<file path="config.mk">
export PLATFORM = sky130hd
export DESIGN_NAME = xml_char_reference_decoder
export DESIGN_NICKNAME = d
export VERILOG_FILES = /design/src/xcrd_pkg.sv /design/src/xcrd_decode.sv /design/src/xml_char_reference_decoder.sv
export SDC_FILE = /design/constraint.sdc
export NUM_CORES = 1
export LEC_CHECK = 0
export ABC_AREA = 1
export BUFFER_PORTS_ARGS = -buffer_cell sky130_fd_sc_hd__buf_2
export CAP_MARGIN = 25
export CORE_MARGIN = 4
export CORE_UTILIZATION = 47
export CTS_BUF_LIST = sky130_fd_sc_hd__clkbuf_4 sky130_fd_sc_hd__clkbuf_8 sky130_fd_sc_hd__clkbuf_16
export DETAILED_ROUTE_END_ITERATION = 12
export PLACE_DENSITY = 0.62
export SYNTH_ARGS = -nofsm -noshare
export SYNTH_HDL_FRONTEND = slang
export SYNTH_SLANG_ARGS = --single-unit
</file>
<file path="constraint.sdc">
create_clock -name clk -period 6.5 [get_ports clk]
set_input_delay 0.65 -clock clk [delete_from_list [all_inputs] [get_ports clk]]
set_output_delay 0.65 -clock clk [all_outputs]
set_load 0.02 [all_outputs]
</file>
<file path="src/xcrd_pkg.sv">
`timescale 1ns / 1ps
`default_nettype none
// ----------------------------------------------------------------------------
// xcrd_pkg: shared types and codes of the character reference decoder
// Holds the error codes and the result group that the decoder hands to the
// output stage.
// ----------------------------------------------------------------------------
package xcrd_pkg;

    localparam int MAX_RESULTS = 4;
    localparam int IDX_W       = $clog2(MAX_RESULTS);
    localparam int CNT_W       = $clog2(MAX_RESULTS + 1);

    localparam logic [2:0] ERR_NONE         = 3'd0;
    localparam logic [2:0] ERR_MALFORMED    = 3'd1;
    localparam logic [2:0] ERR_RANGE        = 3'd2;
    localparam logic [2:0] ERR_INVALID      = 3'd3;
    localparam logic [2:0] ERR_UNTERMINATED = 3'd4;
    localparam logic [2:0] ERR_UNKNOWN      = 3'd5;

    // The results that one input item causes, first result in entry 0.
    typedef struct packed {
        logic [MAX_RESULTS-1:0][7:0] bytes;
        logic [CNT_W-1:0]            count;
        logic [2:0]                  err;
    } group_t;

endpackage
`default_nettype wire

</file>
<file path="src/xcrd_decode.sv">
`timescale 1ns / 1ps
`default_nettype none
// ----------------------------------------------------------------------------
// xcrd_decode: reference parser and UTF-8 encoder
// Holds the parse state and works out, for the presented item, the group of
// results it causes. The state moves on when step is high.
// ----------------------------------------------------------------------------
module xcrd_decode (
    input  wire logic            clk,
    input  wire logic            rst_n,
    input  wire logic            step,
    input  wire logic [7:0]      in_byte,
    input  wire logic            input_ended,
    output xcrd_pkg::group_t     grp
);

    typedef enum logic [2:0] {
        PH_IDLE,
        PH_AMP,
        PH_HASH,
        PH_NUM,
        PH_NAME
    } phase_t;

    localparam logic [7:0] CH_AMP   = 8'h26;
    localparam logic [7:0] CH_HASH  = 8'h23;
    localparam logic [7:0] CH_SEMI  = 8'h3B;
    localparam logic [7:0] CH_X_LO  = 8'h78;
    localparam logic [7:0] CH_X_UP  = 8'h58;
    localparam logic [7:0] CH_APOS  = 8'h27;
    localparam logic [7:0] CH_QUOT  = 8'h22;
    localparam logic [7:0] CH_LT    = 8'h3C;
    localparam logic [7:0] CH_GT    = 8'h3E;
    localparam logic [24:0] CP_MAX  = 25'h10FFFF;

    phase_t           phase_reg, phase_next;
    logic             hex_reg, hex_next;
    logic [20:0]      cp_reg, cp_next;
    logic             seen_reg, seen_next;
    logic [3:0][7:0]  name_reg, name_next;
    logic [2:0]       len_reg, len_next;

    logic             is_dec, is_hex_lo, is_hex_up, digit_ok, range_err;
    logic [3:0]       dval;
    logic [24:0]      prod, sum;

    function automatic logic name_char(input logic [7:0] c);
        return (c >= 8'h41 && c <= 8'h5A) || (c >= 8'h61 && c <= 8'h7A) ||
               c == 8'h5F || c == 8'h3A || c[7] ||
               (c >= 8'h30 && c <= 8'h39) || c == 8'h2D || c == 8'h2E;
    endfunction

    function automatic xcrd_pkg::group_t one(input logic [7:0] b,
                                             input logic [2:0] e);
        xcrd_pkg::group_t g;
        g       = '0;
        g.bytes[0] = b;
        g.count = xcrd_pkg::CNT_W'(1);
        g.err   = e;
        return g;
    endfunction

    function automatic xcrd_pkg::group_t utf8(input logic [20:0] cp);
        xcrd_pkg::group_t g;
        g = '0;
        if (cp <= 21'h7F) begin
            g.bytes[0] = cp[7:0];
            g.count    = xcrd_pkg::CNT_W'(1);
        end else if (cp <= 21'h7FF) begin
            g.bytes[0] = 8'hC0 | {3'b000, cp[10:6]};
            g.bytes[1] = 8'h80 | {2'b00, cp[5:0]};
            g.count    = xcrd_pkg::CNT_W'(2);
        end else if (cp <= 21'hFFFF) begin
            g.bytes[0] = 8'hE0 | {4'b0000, cp[15:12]};
            g.bytes[1] = 8'h80 | {2'b00, cp[11:6]};
            g.bytes[2] = 8'h80 | {2'b00, cp[5:0]};
            g.count    = xcrd_pkg::CNT_W'(3);
        end else begin
            g.bytes[0] = 8'hF0 | {5'b00000, cp[20:18]};
            g.bytes[1] = 8'h80 | {2'b00, cp[17:12]};
            g.bytes[2] = 8'h80 | {2'b00, cp[11:6]};
            g.bytes[3] = 8'h80 | {2'b00, cp[5:0]};
            g.count    = xcrd_pkg::CNT_W'(4);
        end
        return g;
    endfunction

    // Digit value and the shift-and-add step of the accumulator.
    always_comb
    begin
        is_dec    = in_byte >= 8'h30 && in_byte <= 8'h39;
        is_hex_lo = hex_reg && in_byte >= 8'h61 && in_byte <= 8'h66;
        is_hex_up = hex_reg && in_byte >= 8'h41 && in_byte <= 8'h46;
        digit_ok  = is_dec || is_hex_lo || is_hex_up;
        if (is_dec)
            dval = in_byte[3:0];
        else
            dval = in_byte[3:0] + 4'd9;
        if (hex_reg)
            prod = {cp_reg, 4'b0000};
        else
            prod = {1'b0, cp_reg, 3'b000} + {3'b000, cp_reg, 1'b0};
        sum       = prod + {21'd0, dval};
        range_err = sum > CP_MAX;
    end

    always_comb
    begin
        phase_next = phase_reg;
        hex_next   = hex_reg;
        cp_next    = cp_reg;
        seen_next  = seen_reg;
        name_next  = name_reg;
        len_next   = len_reg;
        grp        = '0;

        if (input_ended) begin
            unique case (phase_reg)
                PH_HASH, PH_NUM: grp = one(8'h00, xcrd_pkg::ERR_MALFORMED);
                PH_AMP, PH_NAME: grp = one(8'h00, xcrd_pkg::ERR_UNTERMINATED);
                default:         grp = '0;
            endcase
            phase_next = PH_IDLE;
        end else begin
            unique case (phase_reg)
                PH_AMP, PH_NAME:
                begin
                    if (phase_reg == PH_AMP && in_byte == CH_HASH) begin
                        phase_next = PH_HASH;
                    end else if (in_byte == CH_SEMI) begin
                        phase_next = PH_IDLE;
                        if (len_reg == 3'd2 && name_reg[0] == 8'h6C &&
                            name_reg[1] == 8'h74)
                            grp = one(CH_LT, xcrd_pkg::ERR_NONE);
                        else if (len_reg == 3'd2 && name_reg[0] == 8'h67 &&
                                 name_reg[1] == 8'h74)
                            grp = one(CH_GT, xcrd_pkg::ERR_NONE);
                        else if (len_reg == 3'd3 && name_reg[0] == 8'h61 &&
                                 name_reg[1] == 8'h6D && name_reg[2] == 8'h70)
                            grp = one(CH_AMP, xcrd_pkg::ERR_NONE);
                        else if (len_reg == 3'd4 && name_reg[0] == 8'h61 &&
                                 name_reg[1] == 8'h70 && name_reg[2] == 8'h6F &&
                                 name_reg[3] == 8'h73)
                            grp = one(CH_APOS, xcrd_pkg::ERR_NONE);
                        else if (len_reg == 3'd4 && name_reg[0] == 8'h71 &&
                                 name_reg[1] == 8'h75 && name_reg[2] == 8'h6F &&
                                 name_reg[3] == 8'h74)
                            grp = one(CH_QUOT, xcrd_pkg::ERR_NONE);
                        else
                            grp = one(8'h00, xcrd_pkg::ERR_UNKNOWN);
                    end else if (!name_char(in_byte)) begin
                        phase_next = PH_IDLE;
                        grp        = one(8'h00, xcrd_pkg::ERR_UNTERMINATED);
                    end else begin
                        // Only four name bytes are kept; the length saturates at
                        // five so that longer names never match.
                        if (len_reg < 3'd4)
                            name_next[len_reg[1:0]] = in_byte;
                        if (len_reg < 3'd5)
                            len_next = len_reg + 3'd1;
                        phase_next = PH_NAME;
                    end
                end
                PH_HASH, PH_NUM:
                begin
                    if (phase_reg == PH_HASH &&
                        (in_byte == CH_X_LO || in_byte == CH_X_UP)) begin
                        hex_next   = 1'b1;
                        phase_next = PH_NUM;
                    end else if (in_byte == CH_SEMI) begin
                        phase_next = PH_IDLE;
                        if (!seen_reg)
                            grp = one(8'h00, xcrd_pkg::ERR_MALFORMED);
                        else if (cp_reg >= 21'hD800 && cp_reg <= 21'hDFFF)
                            grp = one(8'h00, xcrd_pkg::ERR_INVALID);
                        else
                            grp = utf8(cp_reg);
                    end else if (!digit_ok) begin
                        phase_next = PH_IDLE;
                        grp        = one(8'h00, xcrd_pkg::ERR_MALFORMED);
                    end else if (range_err) begin
                        phase_next = PH_IDLE;
                        grp        = one(8'h00, xcrd_pkg::ERR_RANGE);
                    end else begin
                        cp_next    = sum[20:0];
                        seen_next  = 1'b1;
                        phase_next = PH_NUM;
                    end
                end
                default:
                begin
                    phase_next = (in_byte == CH_AMP) ? PH_AMP : PH_IDLE;
                end
            endcase
        end

        // Every return to idle restores the reset values.
        if (phase_next == PH_IDLE) begin
            hex_next  = 1'b0;
            cp_next   = '0;
            seen_next = 1'b0;
            name_next = '0;
            len_next  = '0;
        end
    end

    always_ff @(posedge clk or negedge rst_n)
    begin
        if (!rst_n) begin
            phase_reg <= PH_IDLE;
            hex_reg   <= 1'b0;
            cp_reg    <= '0;
            seen_reg  <= 1'b0;
            name_reg  <= '0;
            len_reg   <= '0;
        end else if (step) begin
            phase_reg <= phase_next;
            hex_reg   <= hex_next;
            cp_reg    <= cp_next;
            seen_reg  <= seen_next;
            name_reg  <= name_next;
            len_reg   <= len_next;
        end
    end

endmodule
`default_nettype wire

</file>
<file path="src/xml_char_reference_decoder.sv">
`timescale 1ns / 1ps
`default_nettype none
// An accepted item waits in the input register until it is decoded; its result
// group, if any, then goes to the output register, which raises out_valid.
// Throughput: one item per cycle while out_ready stays high; a reference that
// yields several results holds the decode step while its result group drains.
// Reset clears the valid flags, the result index and all parse state to idle.
// ----------------------------------------------------------------------------
// xml_char_reference_decoder: XML character and entity reference decoder
// Turns numeric and predefined named references in a byte stream into UTF-8
// bytes, reporting malformed or unknown references as single error results.
// ----------------------------------------------------------------------------
module xml_char_reference_decoder (
    input  wire logic       clk,
    input  wire logic       rst_n,
    input  wire logic       in_valid,
    output logic            in_ready,
    input  wire logic [7:0] in_byte,
    input  wire logic       input_ended,
    output logic            out_valid,
    input  wire logic       out_ready,
    output logic [7:0]      out_byte,
    output logic            last,
    output logic [2:0]      error_code
);

    // The input register holds one item. It is decoded when the result group
    // register is empty or hands over its final result in the same cycle, so
    // the two sides never wait on each other longer than the group takes.
    logic                        in_valid_reg;
    logic [7:0]                  byte_reg;
    logic                        ended_reg;

    // The result group register keeps every result of one item; idx_reg
    // points at the result currently presented on the output port.
    xcrd_pkg::group_t            grp_reg;
    logic                        grp_valid_reg, grp_valid_next;
    logic [xcrd_pkg::IDX_W-1:0]  idx_reg, idx_next;

    xcrd_pkg::group_t            dec_grp;
    logic                        finishing;
    logic                        advance;

    xcrd_decode u_decode (
        .clk         (clk),
        .rst_n       (rst_n),
        .step        (advance),
        .in_byte     (byte_reg),
        .input_ended (ended_reg),
        .grp         (dec_grp)
    );

    assign out_valid  = grp_valid_reg;
    assign out_byte   = grp_reg.bytes[idx_reg];
    assign error_code = grp_reg.err;
    assign last       = (xcrd_pkg::CNT_W'(idx_reg) == grp_reg.count - xcrd_pkg::CNT_W'(1));

    assign finishing  = grp_valid_reg && out_ready && last;
    assign advance    = in_valid_reg && (!grp_valid_reg || finishing);
    assign in_ready   = !in_valid_reg || advance;

    // Next state of the output side: step through the group on each taken
    // result, then load the next group when the decoder moves on.
    always_comb
    begin
        grp_valid_next = grp_valid_reg;
        idx_next       = idx_reg;
        if (grp_valid_reg && out_ready) begin
            if (last)
                grp_valid_next = 1'b0;
            else
                idx_next = idx_reg + xcrd_pkg::IDX_W'(1);
        end
        if (advance && dec_grp.count != '0) begin
            grp_valid_next = 1'b1;
            idx_next       = '0;
        end
    end

    always_ff @(posedge clk or negedge rst_n)
    begin
        if (!rst_n) begin
            in_valid_reg  <= 1'b0;
            grp_valid_reg <= 1'b0;
            idx_reg       <= '0;
        end else begin
            if (in_ready)
                in_valid_reg <= in_valid;
            grp_valid_reg <= grp_valid_next;
            idx_reg       <= idx_next;
        end
    end

    // Payload registers carry no reset.
    always_ff @(posedge clk)
    begin
        if (in_valid && in_ready) begin
            byte_reg  <= in_byte;
            ended_reg <= input_ended;
        end
        if (advance && dec_grp.count != '0)
            grp_reg <= dec_grp;
    end

    // A presented group always holds between one and four results.
    assert property (@(posedge clk) disable iff (!rst_n)
        grp_valid_reg |-> (grp_reg.count != '0 &&
                           grp_reg.count <= xcrd_pkg::CNT_W'(xcrd_pkg::MAX_RESULTS)))
        else $error("result group count out of range");

    // The result index never runs past the end of its group.
    assert property (@(posedge clk) disable iff (!rst_n)
        grp_valid_reg |-> (xcrd_pkg::CNT_W'(idx_reg) < grp_reg.count))
        else $error("result index beyond group");

    // An error result is a single result with a zero byte.
    assert property (@(posedge clk) disable iff (!rst_n)
        (grp_valid_reg && error_code != xcrd_pkg::ERR_NONE) |-> (last && out_byte == 8'h00))
        else $error("error result not single or not zero");

    // A result still waiting to be taken keeps its position in the group.
    assert property (@(posedge clk) disable iff (!rst_n)
        (grp_valid_reg && !out_ready) |=> (grp_valid_reg && $stable(idx_reg)))
        else $error("stalled result moved");

    // The decoder never steps while a non-final result is still pending.
    assert property (@(posedge clk) disable iff (!rst_n)
        (grp_valid_reg && !last) |-> !advance)
        else $error("decode stepped over pending results");

endmodule
`default_nettype wire

</file>
==> out/qor.tcl <==
set qor(place_area_um2) 8600
set qor(area_growth_syn_to_layout_pct) 6.45
set qor(worst_slew_pin_slew_ns) 0.890
set qor(syn-instance-count) 1204
set qor(finalWorstSetupSlack_ns) 0.959
set qor(share_comb_of_total_power_pct) 36.3
set qor(max_clock_freq_mhz) 180
set qor(power_switching_w) 0.00103
set qor(synth-edff-count) 44
set qor(dp_hpwl_um) 18200
set qor(starting_density_of_the_core_pct) 48.1
set qor(mostFrequentLayoutCell) {nand2_1}
set qor(most-common-layout-cells) {nand2_1, inv_1, nand3_1}
set qor(detail_route.wirelength_um) 23500
set qor(postCtsHoldBufs) 0
set qor(max_root_sink_buffers) 2
set qor(antenna_cells) 0
set qor(top_level_ports) 27
set qor(critical-path-top-delay-family) {simple AND/OR/NAND/NOR gates}
set qor(setup_viol) 0
set qor(global_route_wire_length_before_repair_um) 38700
set qor(core-area_um2) 17400
set qor(worst_setup_ep_type) {flop}
set qor(critPathSlowestCell) {edfxtp_1}
set qor(postSynth.topFlopCell) {dfrtp_1}
set qor(clock_latency_ns) 0.36
set qor(number_of_levels_in_the_clock_h_tree) 3
set qor(fin_area_um2) 8890
set qor(ys_seq_area_share_pct) 35.3
set qor(synth_area_um2) 8360
set qor(vdd_drop_max_v) 0.000169
set qor(timing.critical_path.buf_inv) 2
set qor(category_of_the_most_critical_setup_path) {reg2reg}
set qor(globalRouteOverflowTotal) 0
set qor(synth_nets) 1252
set qor(cell_area_power_density_nw_per_um2) 270
set qor(startpoint_type) {flop}
set qor(critical_path.max_stage_delay_ns) 0.58
set qor(critical_path_peak_fanout) 21
set qor(timing.critical_path.depth) 34
set qor(cts.reportedPaths.clkPinSlew_ns) 0.08
set qor(synth_top_family_by_area) {simple AND/OR/NAND/NOR gates}
set qor(cts_repair_resize_count) 0
set qor(post_drt_wl_per_cell_um) 16.4
set qor(floorplan.die_area_um2) 20000
set qor(design.final.nets) 1255
set qor(layout_worst_path_cycle_share_pct) 85.3
set qor(final-max-slew-violation-count) 0
set qor(ant_nets) 0
set qor(synth.ff_latch_count) 109
set qor(synth_compound_area_share_pct) 10.5
set qor(final.setup.tns_ns) 0
set qor(adder_cell_area_share_of_the_yosys_netlist_pct) 5.42
set qor(route.detailed.drc) 0
set qor(synthSimpleGateAreaFrac_pct) 35.3
set qor(hold_viol) 0
set qor(root_buffer) {clkbuf_16}
set qor(globalplace.congestion) 0.924
set qor(cts_tree) {done}
set qor(cpMostUsedCell) {nand2_1}
set qor(timing.max_cap.violations) 0
set qor(initialDrtViolationCount) 767
set qor(post_cts_buffers) 0
set qor(route.vias.total) 7960
set qor(maximum_number_of_pins_on_one_net_before_global_route_repair) 66
set qor(worst_slew_margin_rel_pct) 40.6
set qor(floorplan.die.width_um) 141
set qor(power.static_leakage_nw) 4.18
set qor(arrival_ns) 5.78
set qor(drtPass1Iterations) 5
set qor(multi_input_comb_area_um2) 4460
set qor(grt_pass1_vias) 7205
set qor(period_needed_ns) 5.54
set qor(final.setup_skew_ns) 0.0155
set qor(clock_power_share_pct) 22.7
set qor(core.rowCount) 48
set qor(grt_antenna_before_repair) 0
set qor(hold_class) {in2async}
set qor(drt-vias-per-instance) 5.54
set qor(die_h_um) 141
set qor(cell_internal_pwr_w) 0.00138
set qor(synth.distinct_cells) 53
set qor(outcome) {finished, final reports clean}
set qor(finish.utilization_pct) 51.2
set qor(async_reset_ff_share_pct) 59.6
set qor(grt_util_all_layers_pct) 24.0
set qor(cts_made_buffers) 9
set qor(area.sequential_um2) 2950
set qor(synth-warning-count) 0
set qor(fillers) 1746
set qor(required_time_of_the_critical_path_ns) 6.74
set qor(synth.area.mux_share_pct) 0
set qor(dp_worst_setup_slack_ns) 0.985
set qor(power_switching_share_pct) 42.7
set qor(seqPwrFrac_pct) 41.0
set qor(number_of_cells_on_the_worst_reg_to_reg_path) 34
set qor(synthesis.area_per_instance_um2) 6.94
set qor(yosys.area_share.xor_xnor_pct) 2.19
set qor(hold_slack_ns) 0.472
set qor(place.port_buffers) 26
set qor(rsz0062_at_grt) {no}
set qor(fraction_of_final_layout_cells_with_drive_strength_greater_than_1_pct) 7.18
set qor(clock_sink_count) 109
-- Yosys cell counts, types with 3 or more instances --
| cell | number | area, um^2 |
|---|---|---|
| xor2_1 | 13 | 114 |
| xnor2_1 | 6 | 52.6 |
| a221oi_1 | 4 | 35.0 |
| nor2_4 | 5 | 56.3 |
| o21ai_0 | 38 | 190 |
| buf_4 | 5 | 37.5 |
| o221ai_1 | 4 | 35.0 |
| o22ai_1 | 29 | 181 |
| inv_2 | 6 | 22.5 |
| a21oi_1 | 35 | 175 |
| nand4_1 | 40 | 250 |
| edfxtp_1 | 44 | 1320 |
| nor4_1 | 9 | 56.3 |
| nand3b_1 | 4 | 30.0 |
| o211ai_1 | 4 | 30.0 |
| a31oi_1 | 3 | 18.8 |
| inv_1 | 177 | 664 |
| o31ai_1 | 7 | 52.6 |
| ha_1 | 33 | 413 |
| buf_2 | 7 | 35.0 |
| clkbuf_1 | 22 | 82.6 |
| o21ai_1 | 12 | 60.1 |
| nor3_1 | 21 | 105 |
| nor2_2 | 5 | 31.3 |
| nand3_1 | 111 | 556 |
| buf_6 | 4 | 45.0 |
| nand2_1 | 338 | 1270 |
| dfrtp_1 | 65 | 1630 |
| clkinv_1 | 11 | 41.3 |
| nor2_1 | 99 | 372 |
| nand3_2 | 6 | 60.1 |
| nand2_2 | 10 | 62.6 |
-- routing by layer --
layer / part of all wire [%] / up-vias / global-route usage, %
met5: 0 / - / 0
met2: 42 / 257 / 35.1
met3: 6.5 / 19 / 3.94
met1: 50 / 3706 / 38.0
li1: - / 3978 / -
met4: 0.74 / 0 / 3.57
-- stage by stage --
| stage | total power (W) | cells |
|---|---|---|
| 3_3_place_gp | 0.00187 | 1421 |
| 3_5_place_dp | 0.00188 | 1421 |
| 4_1_cts | 0.00242 | 1437 |
| 6_report | 0.00241 | 1437 |
| 2_1_floorplan | 0.00166 | 1204 |
| 5_1_grt | 0.00257 | 1437 |
-- power by group through the flow --
stage	Sequential (W)	Combinational, W	Clock [W]
6_report	0.000986	0.000873	0.000547
5_1_grt	0.00100	0.000985	0.000584
4_1_cts	0.000988	0.000878	0.000554
3_5_place_dp	0.00100	0.000876	0
3_3_place_gp	0.00100	0.000873	0
2_1_floorplan	0.000936	0.000728	0
-- kinds of logic (layout without fill, tap and decap cells) --
logic type / after synthesis / count (layout)
flops: 109 / 109
fa+ha+maj: 35 / 35
buf+inv: 233 / 241
simple gates: 659 / 659
xor+xnor: 20 / 20
compound gates: 148 / 148
-- final timing paths --
| kind | start | endpoint | slack [ns] |
|---|---|---|---|
| max | byte_reg[0] | u_decode.name_reg[3] | 0.96 |
| min | rst_n | idx_reg[1] | 0.47 |
| max reg2reg | byte_reg[0] | u_decode.name_reg[3] | 0.96 |
| min reg2reg | u_decode.name_reg[31] | u_decode.name_reg[31] | 0.48 |
| max in group asynchronous | rst_n | u_decode.cp_reg[13] | 5.45 |
| min in group clk | u_decode.name_reg[31] | u_decode.name_reg[31] | 0.48 |
-- final cells by class --
type / count / share of cell area, %
clock buffers: 9 / 2.53
clock inverters: 7 / 0.760
inverters: 194 / 8.19
multi-input cells: 862 / 50.2
flip-flops and latches: 109 / 33.1
well taps: 225 / 3.17
repair buffers: 31 / 2.03
(Power assumes the default switching activity.)
